File: config.mk
export PLATFORM = sky130hd
export DESIGN_NAME = lghs_ctrl
export DESIGN_NICKNAME = d
export VERILOG_FILES = /design/src/hdl/lghs_pkg.sv /design/src/hdl/lghs_ctrl.sv
export SDC_FILE = /design/constraint.sdc
export NUM_CORES = 1
export LEC_CHECK = 0
export ABC_CLOCK_PERIOD_IN_PS = 1800
export BUFFER_PORTS_ARGS = -buffer_cell sky130_fd_sc_hd__buf_4
export CAP_MARGIN = 20
export CORE_MARGIN = 5
export CORE_UTILIZATION = 48
export CTS_CLUSTER_DIAMETER = 100
export DETAILED_ROUTE_END_ITERATION = 12
export GPL_TIMING_DRIVEN = 0
export PLACE_DENSITY = 0.85
export SLEW_MARGIN = 30
export SYNTH_ARGS = -nofsm -noshare
export SYNTH_HDL_FRONTEND = slang
export SYNTH_SLANG_ARGS = --single-unit
File: constraint.sdc
create_clock -name clk_i -period 1.8 [get_ports clk_i]
set_clock_uncertainty 0.1 [all_clocks]
set_input_delay 0.09 -clock clk_i [delete_from_list [all_inputs] [get_ports clk_i]]
set_output_delay 0.09 -clock clk_i [all_outputs]
set_load 0.005 [all_outputs]
File: src/hdl/lghs_pkg.sv
// ---------------------------------------------------------------------------
// lghs_pkg
// Types, codes and helpers shared by the heap selector modules.
// ---------------------------------------------------------------------------
package lghs_pkg;

  localparam int KIND_W   = 2;
  localparam int NODE_W   = 10;
  localparam int ROUND_W  = 11;
  localparam int GAIN_W   = 34;
  localparam int SPREAD_W = 32;
  localparam int CFG_W    = 11;
  localparam int FRAC_W   = 16;

  localparam logic [KIND_W-1:0] KIND_EVAL     = 2'd0;
  localparam logic [KIND_W-1:0] KIND_SELECTED = 2'd1;
  localparam logic [KIND_W-1:0] KIND_DONE     = 2'd2;
  localparam logic [KIND_W-1:0] KIND_IGNORED  = 2'd3;

  localparam logic REQ_START  = 1'b0;

  localparam logic CFG_NODE_COUNT   = 1'b0;
  localparam logic CFG_SELECT_COUNT = 1'b1;

  typedef enum logic [4:0] {
    ST_IDLE, ST_BAD, ST_CLR, ST_START_EMIT, ST_R0, ST_R1,
    ST_L1, ST_L2, ST_L3, ST_L4, ST_P0, ST_P1, ST_P2, ST_P3, ST_P4,
    ST_F0, ST_F1
  } state_e;

  typedef enum logic [3:0] {
    OP_NONE, OP_START, OP_LOAD, OP_CLR, OP_RD_ROOT, OP_EVAL,
    OP_L1, OP_L2, OP_L3, OP_L4, OP_CHECK, OP_SELECT, OP_REPL,
    OP_REPL_GAIN, OP_NEXT_ROUND
  } op_e;

  typedef enum logic [2:0] {
    EM_NONE, EM_START, EM_BAD, EM_REQ_ROOT, EM_SEL, EM_REQ_HEAP, EM_DONE
  } emit_e;

  typedef struct packed {
    op_e   op;
    emit_e emit;
  } cmd_t;

  typedef struct packed {
    logic clr_last;
    logic has_child;
    logic swap;
    logic fresh;
    logic finish;
    logic out_free;
  } status_t;

  function automatic logic signed [GAIN_W-1:0] sat34(input logic signed [GAIN_W+1:0] v);
    logic signed [GAIN_W+1:0] hi;
    logic signed [GAIN_W+1:0] lo;
    hi = {3'b000, {(GAIN_W-1){1'b1}}};
    lo = {3'b111, {(GAIN_W-1){1'b0}}};
    if (v > hi) begin
      return hi[GAIN_W-1:0];
    end else if (v < lo) begin
      return lo[GAIN_W-1:0];
    end
    return v[GAIN_W-1:0];
  endfunction

endpackage

File: src/hdl/lghs_ctrl.sv
// ---------------------------------------------------------------------------
// lghs_ctrl
// Sequencer for start, evaluation, sift-down and selection steps.
// ---------------------------------------------------------------------------
module lghs_ctrl (
  input  logic             clk_i,
  input  logic             rst_ni,
  input  logic             in_valid_i,
  input  logic             in_req_type_i,
  output logic             in_stall_o,
  input  lghs_pkg::status_t sts_i,
  output lghs_pkg::cmd_t    cmd_o
);
  import lghs_pkg::*;

  state_e state_q, state_d;
  logic   await_q, await_d;
  logic   ret_q, ret_d;

  always_ff @(posedge clk_i or negedge rst_ni) begin
    if (!rst_ni) begin
      state_q <= ST_IDLE;
      await_q <= 1'b0;
      ret_q   <= 1'b0;
    end else begin
      state_q <= state_d;
      await_q <= await_d;
      ret_q   <= ret_d;
    end
  end

  always_comb begin
    state_d = state_q;
    case (state_q)
      ST_IDLE: begin
        if (in_valid_i) begin
          if (in_req_type_i == REQ_START) state_d = ST_CLR;
          else if (await_q) state_d = ST_R0;
          else state_d = ST_BAD;
        end
      end
      ST_BAD:        if (sts_i.out_free) state_d = ST_IDLE;
      ST_CLR:        if (sts_i.clr_last) state_d = ST_START_EMIT;
      ST_START_EMIT: if (sts_i.out_free) state_d = ST_IDLE;
      ST_R0:         state_d = ST_R1;
      ST_R1:         state_d = ST_L1;
      ST_L1: begin
        if (sts_i.has_child) state_d = ST_L2;
        else state_d = ret_q ? ST_F0 : ST_P0;
      end
      ST_L2:         state_d = ST_L3;
      ST_L3:         state_d = ST_L4;
      ST_L4: begin
        if (sts_i.swap) state_d = ST_L1;
        else state_d = ret_q ? ST_F0 : ST_P0;
      end
      ST_P0:         state_d = ST_P1;
      ST_P1:         state_d = ST_P2;
      ST_P2: begin
        if (sts_i.out_free) state_d = sts_i.fresh ? ST_P3 : ST_IDLE;
      end
      ST_P3:         state_d = ST_P4;
      ST_P4:         state_d = ST_L1;
      ST_F0:         state_d = ST_F1;
      ST_F1:         if (sts_i.out_free) state_d = ST_IDLE;
      default:       state_d = ST_IDLE;
    endcase
  end

  always_comb begin
    cmd_o.op   = OP_NONE;
    cmd_o.emit = EM_NONE;
    await_d    = await_q;
    ret_d      = ret_q;
    in_stall_o = (state_q != ST_IDLE);
    case (state_q)
      ST_IDLE: begin
        if (in_valid_i) begin
          if (in_req_type_i == REQ_START) cmd_o.op = OP_START;
          else if (await_q) cmd_o.op = OP_LOAD;
        end
      end
      ST_BAD: if (sts_i.out_free) cmd_o.emit = EM_BAD;
      ST_CLR: cmd_o.op = OP_CLR;
      ST_START_EMIT: begin
        if (sts_i.out_free) begin
          cmd_o.emit = EM_START;
          await_d    = 1'b1;
        end
      end
      ST_R0: cmd_o.op = OP_RD_ROOT;
      ST_R1: begin
        cmd_o.op = OP_EVAL;
        ret_d    = 1'b0;
      end
      ST_L1: cmd_o.op = OP_L1;
      ST_L2: cmd_o.op = OP_L2;
      ST_L3: cmd_o.op = OP_L3;
      ST_L4: cmd_o.op = OP_L4;
      ST_P0: cmd_o.op = OP_RD_ROOT;
      ST_P1: cmd_o.op = OP_CHECK;
      ST_P2: begin
        if (sts_i.out_free) begin
          if (sts_i.fresh) begin
            cmd_o.op   = OP_SELECT;
            cmd_o.emit = EM_SEL;
          end else begin
            cmd_o.emit = EM_REQ_ROOT;
          end
        end
      end
      ST_P3: cmd_o.op = OP_REPL;
      ST_P4: begin
        cmd_o.op = OP_REPL_GAIN;
        ret_d    = 1'b1;
      end
      ST_F0: cmd_o.op = OP_NEXT_ROUND;
      ST_F1: begin
        if (sts_i.out_free) begin
          if (sts_i.finish) begin
            cmd_o.emit = EM_DONE;
            await_d    = 1'b0;
          end else begin
            cmd_o.emit = EM_REQ_HEAP;
          end
        end
      end
      default: cmd_o.op = OP_NONE;
    endcase
  end
endmodule

==> results.md, run 1 <==
* Placer congestion estimate at 0.957
* Largest family of logic cells by synthesized area: simple AND/OR/NAND/NOR gates
* Routed len/inst at 17.3 um
* Worst reg2reg path startpoint: state_q[0]$_DFFE_PN0P_
* Worst-margin pin slew at 0.515 ns
* Initial Util at 0.509
* WL final at 3.04 mm
* CP most frequent cell: buf_4
* Seq/Total Area, Yosys at 0.199
* Period utilization at 1.08
* H-tree depth at 1
* Post-DP HPWL at 1.84 mm
* Cell variety after synth at 45
* Slew margin rel. at 0.653
* Crit-path max FO at 6
* Top_reg_cell synth: dfrtp_1
* Final Cell Area at 0.00135 mm^2
* Synth Instances at 117
* Status: finished with violations
* Reg clk slew, reported paths at 0.05 ns
* Crit-path cells: buf_6, buf_4, nor3b_4, a31oi_1, o32ai_1, and2_1, buf_4
* Vias/cell at 6.26
* Max-cap violations at 0
* Commonest non-fill, non-tap cell in the layout: buf_4
* Largest net degree at the start of global routing at 11
* Final core occ at 0.782
* Routed vias at 1102
* Post-Synth XOR/XNOR Area at 0.0199
* Leak pwr at 0.574 nW
* Worst setup SP type: flip-flop
* First-pass GRT wire length at 4.52 mm
* Post-Syn Nets at 127
* Clock sinks at 7
* Max Freq at 513 MHz
* Layout cells sized above 1 at 0.437
* Vias in the first global route at 1032
* Max-slew violation count at 0
* Buffers & Inverters on Critical Path at 3
* Post-Place Cells at 158
* Crit path kind: reg2out
* Core area at 0.00173 mm^2
* GRT Overall Usage at 0.217
* Post-synth EDFFs at 0
* Antenna diodes at 0
* Area Growth Syn to Fin at 53.7%
* Tmin final at 1.95 ns
* CTS buffer count at 3
* RSZ-0062 raised after global routing: true
* DP Area at 0.00103 mm^2
* I/O Pins at 18
* Min-delay worst type: in2async
* CTS tree: built
* Crit path launch: state_q[2]$_DFFE_PN0P_
* Chip Width at 52.8 um
* Yosys warning count at 0
* Fin cells at 176
* Post-synthesis compound-gate area fraction at 0.246
* Maximum buffer depth of the clock tree at 2
* 1st-iter DRT viols at 73
* Vert. Die Dim at 52.8 um
* Post-route ant nets at 0
* Layout Nets at 162
* Die area at 0.00279 mm^2
* Grt total ovfl at 0
* Register bit total from synthesis at 7
* Failing checks: setup timing
* Maximum vdd drop at 0.786 mV
* Mapped Area at 878 um^2
* Crit-path leading delay family: buffers and inverters
* Final worst setup slack at -0.149 ns
* Critical Path RT at 1.61 ns
* Initial antenna violation count at 0
* Fin. Hold Viols at 0
* Commonest cells after routing, fill and taps aside: buf_4 (25), buf_6 (10), nor2_1 (7), nand2_1 (7), dfrtp_1 (6)
* Adder-Cell Fraction of Synth Area at 0
* DR DRC count at 0
* Critical path endpoint category: output pin
* Slowest CP cell: dfrtp_1
* Setup TNS at -0.867 ns
* Total power at 1.81 mW
* Row cnt at 15
* Clock root buffer: clkbuf_4
* Crit path DAT at 1.76 ns
* Delay of the slowest critical-path stage at 0.36 ns
* Drt pass-1 iters at 4
* Mux cell area share after synthesis at 0.0114
* Final setup viols at 9
* Avg Cell Area, Syn at 7.51 um^2
* Async SR Flop Fraction at 1.00
* Simple-Gate Fraction of Synth Area at 0.426
* Pwr Density at 1340 mW/mm^2
* Number of port buffers at 16
* Clk Latency, worst-skew pair at 0.25 ns
logic make-up (layout without fill, tap and decap cells):
group | count (synthesis) | count (layout)
xor gates and xnor gates | 2 | 2
DFF | 7 | 7
buffers and inverters | 17 | 51
muxes | 1 | 1
and+or+nand+nor | 58 | 58
AOI/OAI and AO/OA | 32 | 32
cell type report:
| type | count | area [um^2] |
|---|---|---|
| well taps | 25 | 31.3 |
| inverters | 5 | 18.8 |
| fillers | 121 | 377 |
| flip-flops and latches | 7 | 176 |
| plain buffers | 12 | 106 |
| repair buffers | 30 | 243 |
| clock buffers | 4 | 26.3 |
| multi-input cells | 93 | 748 |
sequential cells by signal (all words and copies together) (netlist names):
| signal | count |
|---|---|
| ret_q | 1 |
| state_q | 5 |
| await_q | 1 |
cell usage after synthesis, types with 2 or more instances:
cell	n	area, um^2
nor3_1	5	25.0
or4b_1	2	20.0
dfrtp_1	7	175
a31oi_1	5	31.3
nand3_1	4	20.0
o22ai_1	2	12.5
clkbuf_1	4	15.0
nand2b_1	3	18.8
inv_1	5	18.8
nand4_1	3	18.8
nand3b_1	4	30.0
or3_1	2	12.5
nor3b_1	6	45.0
a31o_1	2	17.5
o21ai_0	7	35.0
xnor2_1	2	17.5
buf_6	2	22.5
nor2b_1	6	37.5
nand2_1	7	26.3
a21oi_1	4	20.0
nor2_1	7	26.3
buf_2	5	25.0
stage by stage:
step | hold WS, ns | worst slack, ns
final | 0.0881 | -0.149
after global routing | 0.103 | -0.280
after CTS | 0.0845 | -0.148
after detailed placement | -0.193 | -0.107
after global placement | -0.195 | -0.0935
after floorplan | -0.306 | 0.0196
path summary, 6_finish.rpt:
path	endpoint	slack (ns)	cells past startpoint
worst max-delay path	cmd_o[1]	-0.15	7
worst min-delay path	ret_q$_DFFE_PN0P_	0.09	2
worst max register to register	state_q[1]$_DFFE_PN0P_	-0.14	5
worst min register to register	ret_q$_DFFE_PN0P_	0.53	2
max in group asynchronous	state_q[3]$_DFFE_PN0P_	1.38	2
min in group clk_i	await_q$_DFFE_PN0P_	0.11	4
what timing repair did:
action / 4_1_cts / 5_1_grt
setup endpoints to repair: 11 / 10
pin swaps: 11 / 8
gates resized for setup: 32 / 18
endpoints found under the hold margin: 7 / 0
hold buffers: 1 / 0
setup buffers: 8 / 5
cloned: 0 / 0
power breakdown:
part           internal (mW)  total, mW  switching, mW
clock                 0.0842      0.136         0.0522
sequential             0.196      0.230         0.0339
combinational          0.752       1.45          0.696
layer usage:
metal / GRT usage / up-vias / share of wire
li1: - / 506 / -
met1: 0.264 / 519 / 0.41
met2: 0.366 / 65 / 0.49
met3: 0.0342 / 12 / 0.076
met4: 0.102 / 0 / 0.024
met5: 0 / - / 0
Note: power is estimated with default switching activity, not from simulation.
==> run 2: changes to the inputs <==
--- a/config.mk
+++ b/config.mk
@@ -5,7 +5,7 @@
 export SDC_FILE = /design/constraint.sdc
 export NUM_CORES = 1
 export LEC_CHECK = 0
-export ABC_CLOCK_PERIOD_IN_PS = 1800
+export ABC_CLOCK_PERIOD_IN_PS = 1600
 export BUFFER_PORTS_ARGS = -buffer_cell sky130_fd_sc_hd__buf_4
 export CAP_MARGIN = 20
 export CORE_MARGIN = 5
==> constraint.sdc (replaced) <==
create_clock -name clk_i -period 1.6 [get_ports clk_i]
set_clock_uncertainty 0.1 [all_clocks]
set_input_delay 0.08 -clock clk_i [delete_from_list [all_inputs] [get_ports clk_i]]
set_output_delay 0.08 -clock clk_i [all_outputs]
set_load 0.005 [all_outputs]
==> results.md, run 2 (synthesized netlist as in run 1, its figures left out) <==
* CTS tree: built
* Internal reg-to-reg setup slack at -0.37 ns
* Number of port buffers at 16
* Reg area at 178 um^2
* Crit path DAT at 1.83 ns
* Crit-path cells: buf_6, nor4_4, buf_4, nor2b_4, nand3b_1, nand4_1, buf_4
* Initial antenna violation count at 0
* Final core occ at 0.831
* Reg clk slew, reported paths at 0.05 ns
* Delay of the slowest critical-path stage at 0.38 ns
* Post-route ant nets at 0
* Logic pwr share at 0.812
* Multi-input logic area at 763 um^2
* I/O Pins at 18
* Vert. Die Dim at 52.8 um
* Clock root buffer: clkbuf_4
* Layout cells sized above 1 at 0.471
* Drt pass-1 iters at 5
* Commonest cells after routing, fill and taps aside: buf_4 (27), buf_6 (9), nor2_1 (7), nand2_1 (7)
* Core area at 0.00173 mm^2
* Final worst setup slack at -0.405 ns
* R2R depth at 5
* Row cnt at 15
* Grt total ovfl at 0
* Pwr Density at 1590 mW/mm^2
* Post-Place Setup Slack at -0.318 ns
* Critical Path RT at 1.42 ns
* DR DRC count at 0
* Failing checks: setup timing
* Number of flip-flops under the largest register name at 5
* RSZ-0062 raised after global routing: true
* WL final at 3.58 mm
* Max-cap violations at 0
* Maximum buffer depth of the clock tree at 2
* Crit path kind: reg2out
* Net Sw Frac at 0.433
* Placer congestion estimate at 0.992
* Antenna diodes at 0
* Die area at 0.00279 mm^2
* Clk Latency, worst-skew pair at 0.25 ns
* Worst setup SP type: flip-flop
* Area Growth Syn to Fin at 63.4%
* Critical path endpoint category: output pin
* Routed len/inst at 19.7 um
* Slew margin rel. at 0.666
* Min-delay worst type: in2async
* Fin. Hold Viols at 0
* GRT Overall Usage at 0.260
* Pint at 1.29 mW
* Crit-path max FO at 5
* Post-DP HPWL at 1.75 mm
* Seq pwr share at 0.120
* Period utilization at 1.25
* Maximum vdd drop at 1.34 mV
* Tmin final at 2.01 ns
* Worst-margin pin slew at 0.493 ns
* Chip Width at 52.8 um
* Leak pwr at 0.620 nW
* FF-to-FF End: state_q[1]$_DFFE_PN0P_
* Clock sinks at 7
* H-tree depth at 1
* 1st-iter DRT viols at 85
* Final setup viols at 12
* Max-slew violation count at 0
* CTS buffer count at 3
* Vias/cell at 6.45
* Layout Nets at 168
* Routed vias at 1173
* Slowest CP cell: dfrtp_1
* Max Freq at 499 MHz
* Status: finished with violations
* Largest regs: state_q: 5 flops, await_q: 1 flops, ret_q: 1 flops
* Initial Util at 0.509
* Commonest non-fill, non-tap cell in the layout: buf_4
* Biggest register: state_q
* NetSw at 0.985 mW
* First-pass GRT wire length at 5.27 mm
* Clock Power Share at 0.068
* Largest net degree at the start of global routing at 11
* FILL cells at 108
* Worst reg2reg path startpoint: state_q[4]$_DFFE_PN0P_
* CP most frequent cell: buf_4
* Vias in the first global route at 1094
## run 2: worst max path at each step
stage | from | endpoint | slack, ns | depth (start not counted)
global route | state_q[4]$_DFFE_PN0P_ | cmd_o[3] | -0.45 | 7
global placement | state_q[3]$_DFFE_PN0P_ | state_q[1]$_DFFE_PN0P_ | -0.29 | 5
detailed placement | state_q[3]$_DFFE_PN0P_ | state_q[1]$_DFFE_PN0P_ | -0.32 | 5
CTS | state_q[2]$_DFFE_PN0P_ | cmd_o[3] | -0.34 | 6
finish | state_q[4]$_DFFE_PN0P_ | cmd_o[3] | -0.41 | 7
floorplan | state_q[2]$_DFFE_PN0P_ | state_q[1]$_DFFE_PN0P_ | -0.17 | 5
## run 2: power groups by stage
stage          clock network [mW]  logic [mW]  registers [mW]
2_1_floorplan                   0       0.770           0.255
3_3_place_gp                    0        1.04           0.261
3_5_place_dp                    0        1.06           0.262
5_1_grt                     0.174        1.95           0.279
4_1_cts                     0.161        1.51           0.250
6_report                    0.155        1.85           0.274
## run 2: through the flow
stage / cell area, um^2 / instances / TNS (ns) / hold slack [ns] / power (mW)
floorplan: 878 / 117 / -0.514 / -0.316 / 1.02
global placement: 1030 / 158 / -2.20 / -0.205 / 1.30
detailed placement: 1030 / 158 / -2.61 / -0.205 / 1.32
CTS: 1320 / 175 / -2.77 / 0.0691 / 1.92
global route: 1440 / 182 / -4.58 / 0.0990 / 2.40
finish: 1440 / 182 / -3.77 / 0.0783 / 2.28
## run 2: final cells by class
| type | count | share of cell area |
|---|---|---|
| Multi-Input combinational cell | 93 | 0.532 |
| Sequential cell | 7 | 0.124 |
| Inverter | 5 | 0.0131 |
| Tap cell | 25 | 0.0218 |
| Buffer | 12 | 0.0793 |
| Timing Repair Buffer | 36 | 0.212 |
| Clock buffer | 4 | 0.0183 |
## run 2: what timing repair did
action | in CTS | in global routing
buffers inserted | 10 | 6
gates cloned | 2 | 1
hold buffers | 1 | 0
endpoints found under the setup margin | 14 | 14
resized for setup | 41 | 13
pin swaps | 11 | 6
endpoints found under the hold margin | 7 | 0
## run 2: routing by layer
metal / GRT usage / vias up / share of wire / wire length, um
met2: 0.444 / 78 / 0.46 / 1640
met5: 0 / - / 0 / 0
met3: 0.0484 / 28 / 0.079 / 282
met4: 0.111 / 0 / 0.061 / 217
li1: - / 515 / - / -
met1: 0.315 / 552 / 0.40 / 1440
## run 2: critical path: cells and delay by family (launching register included)
family	cells	cell delay, ns
buffers and inverters	3	0.43
and+or+nand+nor	4	0.76
DFF	1	0.38
